[src/cte_pkg.sv]
// Shared types and constants for the calendar-to-epoch-seconds unit.
// Holds the payload structs and the cumulative month table.
// Depends on nothing; imported by every module of the unit.
`default_nettype none

package cte_pkg;

    localparam int YEAR_W   = 7;
    localparam int MONTH_W  = 4;
    localparam int DAY_W    = 5;
    localparam int HOUR_W   = 5;
    localparam int MINUTE_W = 6;
    localparam int SECOND_W = 6;

    localparam int DAYS_W   = 16;
    localparam int MOD_W    = 11;
    localparam int TICK_W   = 12;
    localparam int TOTAL_W  = 32;
    localparam int MOFF_W   = 9;

    // Days from 1978-01-01 to 2000-01-01: 22 years with five leap days.
    localparam logic [DAYS_W-1:0]  DAYS_TO_2000   = 16'd8035;
    localparam logic [DAYS_W-1:0]  DAYS_PER_YEAR  = 16'd365;
    localparam logic [YEAR_W-1:0]  YEAR_2100      = 7'd100;
    localparam logic [MONTH_W-1:0] MONTH_MARCH    = 4'd3;
    localparam logic [TOTAL_W-1:0] SECS_PER_DAY   = 32'd86400;
    localparam logic [TOTAL_W-1:0] SECS_PER_MIN   = 32'd60;
    localparam logic [MOD_W-1:0]   MINS_PER_HOUR  = 11'd60;

    typedef struct packed {
        logic [YEAR_W-1:0]   year_in_century;
        logic [MONTH_W-1:0]  month_number;
        logic [DAY_W-1:0]    day_of_month;
        logic [HOUR_W-1:0]   hour_of_day;
        logic [MINUTE_W-1:0] minute_of_hour;
        logic [SECOND_W-1:0] second_of_minute;
    } t_in_data;

    // Partial result handed from the date stage to the seconds stage.
    typedef struct packed {
        logic [DAYS_W-1:0]   day_count;
        logic [MOD_W-1:0]    minute_of_day;
        logic [TICK_W-1:0]   tick_count;
        logic [SECOND_W-1:0] second_of_minute;
    } t_mid_data;

    typedef struct packed {
        logic [DAYS_W-1:0]  day_count;
        logic [MOD_W-1:0]   minute_of_day;
        logic [TICK_W-1:0]  tick_count;
        logic [TOTAL_W-1:0] total_seconds;
    } t_out_data;

    // Days in a common year before the first of the given month. Month zero
    // acts as January and months above twelve act as December.
    function automatic logic [MOFF_W-1:0] month_offset(input logic [MONTH_W-1:0] m);
        logic [MOFF_W-1:0] r;
        case (m)
            4'd0:    r = 9'd0;
            4'd1:    r = 9'd0;
            4'd2:    r = 9'd31;
            4'd3:    r = 9'd59;
            4'd4:    r = 9'd90;
            4'd5:    r = 9'd120;
            4'd6:    r = 9'd151;
            4'd7:    r = 9'd181;
            4'd8:    r = 9'd212;
            4'd9:    r = 9'd243;
            4'd10:   r = 9'd273;
            4'd11:   r = 9'd304;
            default: r = 9'd334;
        endcase
        return r;
    endfunction

endpackage

`default_nettype wire

[src/calendar_to_epoch_seconds_unit.sv]
// Channel   Direction  Handshake                    Payload
// input     in         i_in_valid / o_in_ready      i_in_data   (t_in_data)
// result    out        o_out_valid / i_out_ready    o_out_data  (t_out_data)
//
// Two register stages: an accepted transaction is registered in the date stage
// and then in the result register; a stall at the output holds it in the date
// stage. One transaction is accepted every cycle while results drain.
// The day count and the total-seconds multiply sit in separate stages.
// Reset clears both stage valid flags; no clearing pass is needed.
// A stalled result holds its stage; the date stage keeps accepting until full.
`default_nettype none

module calendar_to_epoch_seconds_unit
    import cte_pkg::*;
#(
    parameter int TICK_RATE = 50
) (
    input  wire logic     i_clk,
    input  wire logic     i_rst_n,
    input  wire logic     i_in_valid,
    output logic          o_in_ready,
    input  wire t_in_data i_in_data,
    output logic          o_out_valid,
    input  wire logic     i_out_ready,
    output t_out_data     o_out_data
);

    logic      mid_valid;
    logic      mid_ready;
    t_mid_data mid_data;

    cte_date_stage #(
        .TICK_RATE (TICK_RATE)
    ) u_date (
        .i_clk   (i_clk),
        .i_rst_n (i_rst_n),
        .i_valid (i_in_valid),
        .o_ready (o_in_ready),
        .i_data  (i_in_data),
        .o_valid (mid_valid),
        .i_ready (mid_ready),
        .o_data  (mid_data)
    );

    cte_seconds_stage u_seconds (
        .i_clk   (i_clk),
        .i_rst_n (i_rst_n),
        .i_valid (mid_valid),
        .o_ready (mid_ready),
        .i_data  (mid_data),
        .o_valid (o_out_valid),
        .i_ready (i_out_ready),
        .o_data  (o_out_data)
    );

`ifndef SYNTHESIS
    // An accepted transaction always lands in the date stage.
    a_in_to_mid: assert property (@(posedge i_clk) disable iff (!i_rst_n)
        (i_in_valid && o_in_ready) |=> mid_valid)
        else $error("accepted transaction missing from date stage");

    // A transaction leaving the date stage always lands in the result register.
    a_mid_to_out: assert property (@(posedge i_clk) disable iff (!i_rst_n)
        (mid_valid && mid_ready) |=> o_out_valid)
        else $error("date stage transaction missing from result register");

    // Every date in range lies at or after the eve of 2000-01-01.
    a_day_floor: assert property (@(posedge i_clk) disable iff (!i_rst_n)
        o_out_valid |-> (o_out_data.day_count >= DAYS_TO_2000 - DAYS_W'(1)))
        else $error("day count below the start of the century");

    // The input side only stalls when both stages hold data.
    a_stall_full: assert property (@(posedge i_clk) disable iff (!i_rst_n)
        !o_in_ready |-> (mid_valid && o_out_valid && !i_out_ready))
        else $error("input stalled with room in the pipeline");
`endif

endmodule

`default_nettype wire

[src/cte_date_stage.sv]
// First pipeline stage: day count, minute of day and tick count.
// Computes from the accepted calendar time and registers the partial result.
// Depends on cte_pkg.
`default_nettype none

module cte_date_stage
    import cte_pkg::*;
#(
    parameter int TICK_RATE = 50
) (
    input  wire logic      i_clk,
    input  wire logic      i_rst_n,
    input  wire logic      i_valid,
    output logic           o_ready,
    input  wire t_in_data  i_data,
    output logic           o_valid,
    input  wire logic      i_ready,
    output t_mid_data      o_data
);

    localparam int RATE_W = $clog2(TICK_RATE + 1);

    logic      r_valid;
    t_mid_data r_data;
    t_mid_data n_data;

    logic [DAYS_W-1:0]     year_days;
    logic [DAYS_W-1:0]     leap_days;
    logic                  drop_2100;
    logic                  leap_year;
    logic                  leap_add;
    logic [DAYS_W-1:0]     days;
    logic [RATE_W+5:0]     tick_prod;
    logic [RATE_W-1:0]     rate;

    assign o_ready = !r_valid || i_ready;
    assign o_valid = r_valid;
    assign o_data  = r_data;
    assign rate    = RATE_W'(TICK_RATE);

    always_comb begin
        year_days = DAYS_TO_2000 + DAYS_PER_YEAR * DAYS_W'(i_data.year_in_century);
        // Leap days in the years from 2000 up to but not including this one;
        // 2100 is the only century year in range that is not a leap year.
        leap_days = DAYS_W'((DAYS_W'(i_data.year_in_century) + DAYS_W'(3)) >> 2);
        drop_2100 = i_data.year_in_century > YEAR_2100;
        leap_year = (i_data.year_in_century[1:0] == 2'b00)
                    && (i_data.year_in_century != YEAR_2100);
        leap_add  = leap_year && (i_data.month_number >= MONTH_MARCH);

        days = year_days + leap_days - DAYS_W'(drop_2100)
             + DAYS_W'(month_offset(i_data.month_number))
             + DAYS_W'(leap_add)
             + DAYS_W'(i_data.day_of_month) - DAYS_W'(1);

        tick_prod = {{RATE_W{1'b0}}, i_data.second_of_minute}
                  * {6'd0, rate};

        n_data.day_count        = days;
        n_data.minute_of_day    = MINS_PER_HOUR * MOD_W'(i_data.hour_of_day)
                                + MOD_W'(i_data.minute_of_hour);
        n_data.tick_count       = TICK_W'(tick_prod);
        n_data.second_of_minute = i_data.second_of_minute;
    end

    always_ff @(posedge i_clk) begin
        if (!i_rst_n) begin
            r_valid <= 1'b0;
        end else if (o_ready) begin
            r_valid <= i_valid;
        end
    end

    always_ff @(posedge i_clk) begin
        if (i_valid && o_ready) begin
            r_data <= n_data;
        end
    end

endmodule

`default_nettype wire

[src/cte_seconds_stage.sv]
// Second pipeline stage: total seconds since the epoch.
// Combines the day count, minute of day and second into the result register.
// Depends on cte_pkg.
`default_nettype none

module cte_seconds_stage
    import cte_pkg::*;
(
    input  wire logic      i_clk,
    input  wire logic      i_rst_n,
    input  wire logic      i_valid,
    output logic           o_ready,
    input  wire t_mid_data i_data,
    output logic           o_valid,
    input  wire logic      i_ready,
    output t_out_data      o_data
);

    logic      r_valid;
    t_out_data r_data;
    t_out_data n_data;

    assign o_ready = !r_valid || i_ready;
    assign o_valid = r_valid;
    assign o_data  = r_data;

    always_comb begin
        n_data.day_count     = i_data.day_count;
        n_data.minute_of_day = i_data.minute_of_day;
        n_data.tick_count    = i_data.tick_count;
        // Wraps at 32 bits for the latest dates of the input range.
        n_data.total_seconds = SECS_PER_DAY * TOTAL_W'(i_data.day_count)
                             + SECS_PER_MIN * TOTAL_W'(i_data.minute_of_day)
                             + TOTAL_W'(i_data.second_of_minute);
    end

    always_ff @(posedge i_clk) begin
        if (!i_rst_n) begin
            r_valid <= 1'b0;
        end else if (o_ready) begin
            r_valid <= i_valid;
        end
    end

    always_ff @(posedge i_clk) begin
        if (i_valid && o_ready) begin
            r_data <= n_data;
        end
    end

endmodule

`default_nettype wire
[config.mk]
export PLATFORM = sky130hd
export DESIGN_NAME = calendar_to_epoch_seconds_unit
export DESIGN_NICKNAME = d
export VERILOG_FILES = /design/src/cte_pkg.sv /design/src/calendar_to_epoch_seconds_unit.sv /design/src/cte_date_stage.sv /design/src/cte_seconds_stage.sv
export SDC_FILE = /design/constraint.sdc
export NUM_CORES = 1
export LEC_CHECK = 0
export BUFFER_PORTS_ARGS = -buffer_cell sky130_fd_sc_hd__buf_4
export CORE_AREA = 2 2 181 183
export CTS_BUF_LIST = sky130_fd_sc_hd__clkbuf_4 sky130_fd_sc_hd__clkbuf_8
export DETAILED_ROUTE_END_ITERATION = 16
export DIE_AREA = 0 0 183 185
export PLACE_DENSITY = 0.62
export SLEW_MARGIN = 15
export SYNTH_ARGS = -nofsm -noshare
export SYNTH_HDL_FRONTEND = slang
export SYNTH_HIERARCHICAL = 1
export SYNTH_SLANG_ARGS = --single-unit
[constraint.sdc]
create_clock -name i_clk -period 12.8 [get_ports i_clk]
set_clock_uncertainty 0.2 [all_clocks]
set_input_delay 2.56 -clock i_clk [delete_from_list [all_inputs] [get_ports i_clk]]
set_output_delay 2.56 -clock i_clk [all_outputs]
set_load 0.005 [all_outputs]
After elaboration in Yosys (flattened, before gate mapping). Memory sizes are Yosys's and may differ from the RTL's. Index checks and enable logic that the tools add are counted.

Memories kept: 1. Output and inout port bits: 73. Bits in read-only memories: 144. Word-level logic and storage cells: 39. Register bits: 116. Bits of input ports: 37.

Memory list: (name not given) (words 16, width 9, rd ports 1, clocked after Yosys merged registers in 0, wr ports 0, line cte_pkg.sv:58) `case (m)`.

Order comparisons: 2. Multipliers: 5. Add/sub/neg operators: 11. Equality and inequality tests: 1. Reductions and logical operators: 9.

Operator list (number): adder 32 x 17 -> 32 bit (1); adder 32 x 6 -> 32 bit (1); multiplier 10 x 16 -> 25 bit, first input constant (1); adder 13 x 16 -> 16 bit, first input constant (1); adder 16 x 1 -> 16 bit (1); adder 16 x 14 -> 16 bit (1); adder 16 x 5 -> 16 bit (1); adder 16 x 9 -> 16 bit (1); multiplier 9 x 7 -> 16 bit, first input constant (1); subtractor 16 x 1 -> 16 bit (1); subtractor 16 x 1 -> 16 bit, second input constant (1); multiplier 4 x 11 -> 15 bit, first input constant (1); adder 11 x 6 -> 11 bit (1); multiplier 6 x 5 -> 11 bit, second input constant (1); multiplier 4 x 5 -> 9 bit, first input constant (1); adder 7 x 2 -> 8 bit, second input constant (1); > comparator 7 bit, second input constant (1); inequality test 7 bit, second input constant (1); greater-or-equal comparator 4 x 2 -> 1 bit, second input constant (1); logical AND 1 bit (4); logical NOT 1 bit (2); logical NOT 2 bit (1); logical OR 1 bit (2).

Depth between registers and ports, before layout. Gate-level depths: netlist of run 1.

Depth after elaboration: 8. Depth in mapped cells: 23. Depth with buffers taken out: 23.

By module. Netlist of run 1, hierarchy kept.

By module, submodules not included: cte_seconds_stage (seq. area each 2152.1 µm², times used 1, cells each 630, area each 6910.4 µm²); cte_date_stage (seq. area each 1251.2 µm², times used 1, cells each 464, area each 5014.8 µm²).

Worst setup path before layout of run 1. No wires, ideal clock.

Path kind: input to register. Start point: in i_in_data[24] (netlist bit). End point: reg u_date.r_data, in the netlist u_date/o_data[43] (data pin). Slack: 5.641 ns. Cell stages on the path: 17. Buffers on the path: 1. Library setup time: 0.265 ns. Arrival time: 6.694 ns. Required time: 12.335 ns. Path through: clkbuf_1 > inv_1 > ha_1 > mux2_2 > ha_1 > fa_1 > inv_1 > fa_1 > inv_1 > fa_1 > fa_1 > ha_1 > nand3_1 > a211oi_1 > nor2_1 > o21ai_0 > xor2_1.

Cells in the longest elaborated chain, start to end: 5. Elaborated cells between the ends (all ways): 7. Those cells by class: add/sub (4); order compare (1); reduce/logical (1); memory (1).

RTL lines: start: declaration (line calendar_to_epoch_seconds_unit.sv:22) `input wire t_in_data i_in_data,`; memory read (16 x 9 bit) / greater-or-equal comparator 4 x 2 -> 1 bit (equally long branches); adder 16 x 9 -> 16 bit / logical AND 1 bit (equally long branches) (line cte_date_stage.sv:52, cte_date_stage.sv:49); adder 16 x 1 -> 16 bit * (line cte_date_stage.sv:53) `+ DAYS_W'(leap_add)`; adder 16 x 5 -> 16 bit * (line cte_date_stage.sv:54) `+ DAYS_W'(i_data.day_of_month) - DAYS_W'(1);`; subtractor 16 x 1 -> 16 bit * (line cte_date_stage.sv:54); net u_date.days[14] (line cte_date_stage.sv:32) `logic [DAYS_W-1:0] days;`; end signal: assignment (line cte_date_stage.sv:76) `r_data <= n_data;`; end: declaration (line cte_date_stage.sv:24) `t_mid_data r_data;`.

The timed path passes the listed nets; every way through them passes the cells marked *. A chain may end at the register's enable or synchronous reset.

Final worst setup path of run 1.
Start point: in i_in_data[23] (netlist bit). End point: reg u_date.r_data, in the netlist u_date/o_data[43] (data pin).

The elaborated chain is that of the path after synthesis.

==> summary.txt, run 1 <==
Most common cell in the netlist: ha_1
Met2 Track Usage GR: 23.5%
Seq/Total Area, Yosys: 28.5%
CP Class: in -> reg
Reg2reg end: u_seconds/o_data[31]$_DFFE_PP_
First-pass GRT wire length: 38,500 um
Crit. Startpoint: i_in_data[23]
Post-DP HPWL: 18,500 um
Largest family of logic cells by synthesized area: adder cells
Average vias per placed instance: 4.79
Top Usage Layer GRT: met2
Routed WL per cell: 13.8 um
Antenna violation net count after detailed routing: 0
Clk slew on worst S/H paths: 70 ps
CP max FO: 7
Fin nets: 1,563
Ys async rst share: 0%
Post-synth EDFFs: 112
Critical Path Source Type: input pin
Hold WC Path Type: reg -> reg
Area post-placement: 13,200 um2
Synth Flop Type: edfxtp_1
Flip-flop and latch count after synthesis: 114
Yosys warns: 6
Setup WS post-layout: 5760 ps
Post-synthesis xor/xnor area fraction: 6.94%
Hold Path End: u_seconds/o_data[42]$_DFFE_PP_
Die ar.: 33,900 um2
Mux share of post-synthesis cell area: 0.567%
Core area: 32,000 um2
Global route overflow: 0
Worst hold stages: 0
Synth Area in Compound Gates: 10.6%
Share of the synthesized area in the top cell type: 28.2%
Die W: 183 um
Io pins: 110
H-tree levels: 4
Port bufs: 109
Initial DRC count: 240
Pins over their slew limit: 0
Fin crit share: 55.0%
R2r worst-path depth: 22
Pre-CTS setup slack: 5300 ps
Synth cell count leaders: ha_1, inv_1, edfxtp_1
Drt drc: 0
Synth area leaders: edfxtp_1, ha_1, fa_1
Total CTS buffers: 17
CP endpoint kind: flop
Worst Path Arrival: 7020 ps
Layout cell share with drive strength beyond 1: 14.1%
Clock latency at the later pin of the worst-skew pair: 450 ps
Status: finished, final reports clean
Yosys top cell by area: edfxtp_1
Hold Path Origin: u_date/o_data[16]$_DFFE_PP_
Clock root cell: clkbuf_8
Final GP Congestion: 0.809
CTS tree: done
Fin. Hold Viols: 0
Vias: 7,820
Antenna cells: 0
GR Util met3: 2.62%
Syn Nets: 1,447
Req. time, crit path: 12,780 ps
Post-synthesis simple-gate area fraction: 7.58%
# Post-CTS Setup Buffers: 0
Register-to-register path setup slack: 6750 ps
Antenna violations before repair: 0
Syn avg cell area: 10.9 um2
Clock sink count: 114
Largest net degree at the start of global routing: 72
Count of final setup violators: 0
Pre-antenna DRT Iters: 4
RR Startpoint: u_date/o_data[20]$_DFFE_PP_
Setup repair after global routing missed its margin: no
MaxCap Viol Count: 0
Die height: 185 um
CTS Hold Bufs: 0
Area grow syn2layout: 13.8%
Number of global-route vias before repair: 8,058
Layout fillers: 3,101
Adder-Cell Fraction of Synth Area: 39.2%
Post_cts resized: 0
Post-synthesis cell count: 1,094
Worst Max-Slew Pin Slew: 1040 ps
Setup TNS: 0 ps
Fmax: 0.142 GHz
M1 GR Usage: 19.0%
Final instance area: 13,600 um2
Synth unique cells: 72
WHS: 218 ps
Clk buf depth: 2
Post-Syn Area: 11,900 um2
Starting density of the core: 37.2%
Tmin final: 7040 ps
Detailed-route wire length: 22,500 um
GR Util All Layers: 14.2%
Rows: 66
Max_slew headroom: 30.9%
worst max path at each step:
stage	end	slack, ps	cells past startpoint
detailed placement	u_date/o_data[43]$_DFFE_PP_	5300	20
global placement	u_date/o_data[43]$_DFFE_PP_	5430	20
finish	u_date/o_data[43]$_DFFE_PP_	5760	20
floorplan	u_date/o_data[43]$_DFFE_PP_	5640	17
CTS	u_date/o_data[43]$_DFFE_PP_	5790	20
global route	u_date/o_data[41]$_DFFE_PP_	5400	19
cell type report:
cell class / count / area (um2) / share of cell area [%]
inverter: 189 / 709 / 5.23
clock inverter: 14 / 138 / 1.01
clock buffer: 18 / 241 / 1.78
timing repair buffer: 109 / 818 / 6.03
multi-input combinational: 779 / 7750 / 57.1
tap: 408 / 510 / 3.76
sequential: 114 / 3400 / 25.1
per-stage QoR:
stage / util, % / instances
2_1_floorplan: - / 1094
3_3_place_gp: 41.2 / 1599
3_5_place_dp: 41.2 / 1599
4_1_cts: 42.3 / 1631
5_1_grt: 42.3 / 1631
6_report: 42.3 / 1631
cells by family (layout without fill, tap and decap cells):
group | Yosys count | after routing
and+or+nand+nor | 178 | 178
xor gates and xnor gates | 92 | 92
DFF | 114 | 114
AOI/OAI and AO/OA | 186 | 186
muxes | 6 | 6
adders and majority gates | 316 | 316
buffers and inverters | 201 | 330
other | 1 | 1
placed cells by master, fill, tap and decap left out, types with 3 or more instances in the layout:
master and count:
a21boi_0 4, a21o_1 23, xor2_1 23, inv_1 189
inv_6 3, clkinv_1 3, mux2i_1 3, o21bai_1 9
a21oi_2 6, nand4_1 5, nand3_1 21, clkinvlp_4 4
xnor2_1 67, nor3_1 10, nand4b_1 3, nor2_1 50
fa_1 96, nand2b_1 8, ha_1 220, nand2_1 44
a31oi_1 5, o21ai_0 29, a21oi_1 51, o21ai_1 6
o311a_1 3, edfxtp_1 112, o21ai_2 4, a211oi_1 10
o21a_1 3, nor2b_1 11, and3_1 6, buf_4 109
nor3b_1 5, clkbuf_8 17, o211ai_1 8
flip-flops by register name (all words and copies together), names as in the netlist:
signal             count
u_date/o_data         41
u_date/o_valid         1
u_seconds/o_valid      1
u_seconds/o_data      71
metal layers:
metal / part of all wire (%) / routed length [um]
met5: 0 / 0
met1: 49 / 11000
met2: 46 / 10400
met3: 3.7 / 823
met4: 1.2 / 272
critical path: stages:
cell and delay, ps:
buf_4 140, inv_1 170, ha_1 270, nand2_1 50, o21ai_0 100, fa_1 390
ha_1 210, fa_1 500, fa_1 500, inv_1 60, fa_1 480, inv_1 70
ha_1 150, inv_1 50, fa_1 390, nand2b_1 200, a211oi_1 320, nor2_1 120
o21ai_0 220, xor2_1 90
Power of run 1 is not shown: default switching activity piles up to over one toggle a cycle in this logic, so the estimate is an artifact.
==> run 2, diff against run 1 <==
ABC_AREA = 1   (was default)
CORE_AREA = 2 2 186 188   (was 2 2 181 183)
DIE_AREA = 0 0 188 190   (was 0 0 183 185)
PLACE_DENSITY = 0.61   (was 0.62)
clock period = 6.9 ns   (was 12.8 ns; I/O delays follow)
==> run 2 against run 1 <==
Effect of this change:
- synthesized cell count up 28%
- cell count increased by 22%
- non-clock buffer count is 2 higher
- register-to-register slack worse by 5200 ps
- synthesized area grew 6.1%
- setup slack worse by 4300 ps
==> summary.txt, run 2 <==
Setup repair after global routing missed its margin: no
Antenna violation net count after detailed routing: 0
Yosys top cell by area: edfxtp_1
Clock sink count: 114
Ys async rst share: 0%
Synth cell count leaders: inv_1, nand2_1, ha_1
Share of the synthesized area in the top cell type: 26.6%
Clk buf depth: 2
First-pass GRT wire length: 43,500 um
Area grow syn2layout: 13.9%
Clock latency at the later pin of the worst-skew pair: 440 ps
Layout cell share with drive strength beyond 1: 13.7%
Synth unique cells: 39
CTS tree: done
CP endpoint kind: flop
Syn Nets: 1,750
Fin. Hold Viols: 0
Crit-path max cell delay: 500 ps
Crit-path most repeated cell: fa_1
CP max stage cell: fa_1
Number of global-route vias before repair: 9,132
Hold WC Path Type: reg -> reg
Routed WL per cell: 13.0 um
Flip-flop and latch count after synthesis: 114
MaxCap Viol Count: 0
Req. time, crit path: 6910 ps
Starting density of the core: 37.3%
Max_slew headroom: 29.5%
Die ar.: 35,700 um2
Most frequent cells in the layout: inv_1, nand2_1, ha_1
CTS Hold Bufs: 0
WHS: 215 ps
Cell count after placement: 1,959
Fin nets: 1,876
Clock root cell: clkbuf_8
H-tree levels: 4
Synth Flop Type: edfxtp_1
Post-DP HPWL: 21,900 um
Initial DRC count: 288
Antenna cells: 0
Post_cts resized: 0
Total CTS buffers: 17
Post-Syn Area: 12,600 um2
Final GP Congestion: 0.866
Fmax: 0.184 GHz
Most common cell in the netlist: inv_1
CP max FO: 7
Syn avg cell area: 9.05 um2
Io pins: 110
Largest net degree at the start of global routing: 43
GR Util All Layers: 15.1%
Crit-path cells: buf_4 -> inv_1 -> ha_1 -> nand2_1 -> o21ai_0 -> fa_1 -> ha_1 -> fa_1 -> fa_1 -> inv_1 -> fa_1 -> inv_1 -> ha_1 -> inv_1 -> fa_1 -> o21ai_2 -> nand3_1 -> nand4_1 -> nand2_1
Max reg flops: 71
Setup TNS: 0 ps
Final core utilization: 42.4%
Seq/Total Area, Yosys: 26.9%
CP Class: in -> reg
Global route overflow: 0
Commonest non-fill, non-tap cell in the layout: inv_1
Count of final setup violators: 0
Die height: 190 um
Worst Path Arrival: 5440 ps
Synth area leaders: edfxtp_1, ha_1, fa_1
Rows: 68
Die W: 188 um
Core area: 33,900 um2
Post-synthesis cell count: 1,397
Drt drc: 0
Detailed-route wire length: 25,900 um
Pre-antenna DRT Iters: 4
Average vias per placed instance: 4.55
Tmin final: 5430 ps
Worst Max-Slew Pin Slew: 1060 ps
Yosys warns: 6
Antenna violations before repair: 0
Vias: 9,060
Fin cells: 1,991
Pins over their slew limit: 0
Critical Path Source Type: input pin
Clk slew on worst S/H paths: 90 ps
Port bufs: 109
Fin crit share: 78.7%
# Post-CTS Setup Buffers: 0
Post-synth EDFFs: 112
Layout fillers: 3,320
Status: finished, final reports clean
## run 2: cell count changes after synthesis, moves of 11 or more
| cell | delta |
|---|---|
| nor2_1 | +19 |
| nand2_2 | +24 |
| a21o_1 | -13 |
| inv_1 | +104 |
| nand4_1 | +11 |
| nand2_1 | +228 |
| nand3_1 | +32 |
| nor2b_1 | -11 |
| xnor2_1 | -49 |
| nor2_2 | +14 |
| xor2_1 | +32 |
## run 2: worst max-delay path, delay by kind of cell
kind | cells | cell delay, ps
AO/OA/AOI/OAI | 2 | 330
adder cells (fa/ha/maj) | 8 | 2900
buffers and inverters | 5 | 490
AND/OR/NAND/NOR | 4 | 330
## run 2: final cells by class
cell class                 instances  area [um2]  share of cell area (%)
clock buffer                      17         234                    1.62
clock inverter                    15         125                   0.869
inverter                         301        1130                    7.85
multi-input combinational        978        8110                    56.3
sequential                       114        3400                    23.6
tap                              455         569                    3.95
timing repair buffer             111         833                    5.79
## run 2: worst paths after layout
path,start,to,cells past startpoint,slack (ps)
max,i_in_data[23],u_date/o_data[43]$_DFFE_PP_,19,1470
min,u_date/o_data[16]$_DFFE_PP_,u_seconds/o_data[42]$_DFFE_PP_,0,220
max reg2reg,u_date/o_data[30]$_DFFE_PP_,u_seconds/o_data[29]$_DFFE_PP_,29,1520
min reg2reg,u_date/o_data[16]$_DFFE_PP_,u_seconds/o_data[42]$_DFFE_PP_,0,220
## run 2: stage by stage
step,worst slack [ps],cell area (um2)
after detailed placement,999,14000
final,1470,14400
after global routing,1150,14400
after CTS,1480,14400
after global placement,1080,14000
after floorplan,1330,12600
## run 2: metal layers
| metal | up-vias | global-route usage, % | share of wire, % |
|---|---|---|---|
| met3 | 20 | 3.01 | 3.8 |
| met1 | 4187 | 19.1 | 47 |
| met2 | 125 | 25.9 | 48 |
| met5 | - | 0 | 0 |
| li1 | 4728 | - | - |
| met4 | 0 | 4.48 | 1.5 |
## run 2: cells by family after synthesis
group,synth area share (%)
compound gates,4.56
xor+xnor,5.06
fa+ha+maj,37.0
buf+inv,9.17
flops,26.9
other cells,0.0297
simple gates,17.3
Power of run 2 is left out for the same reason.
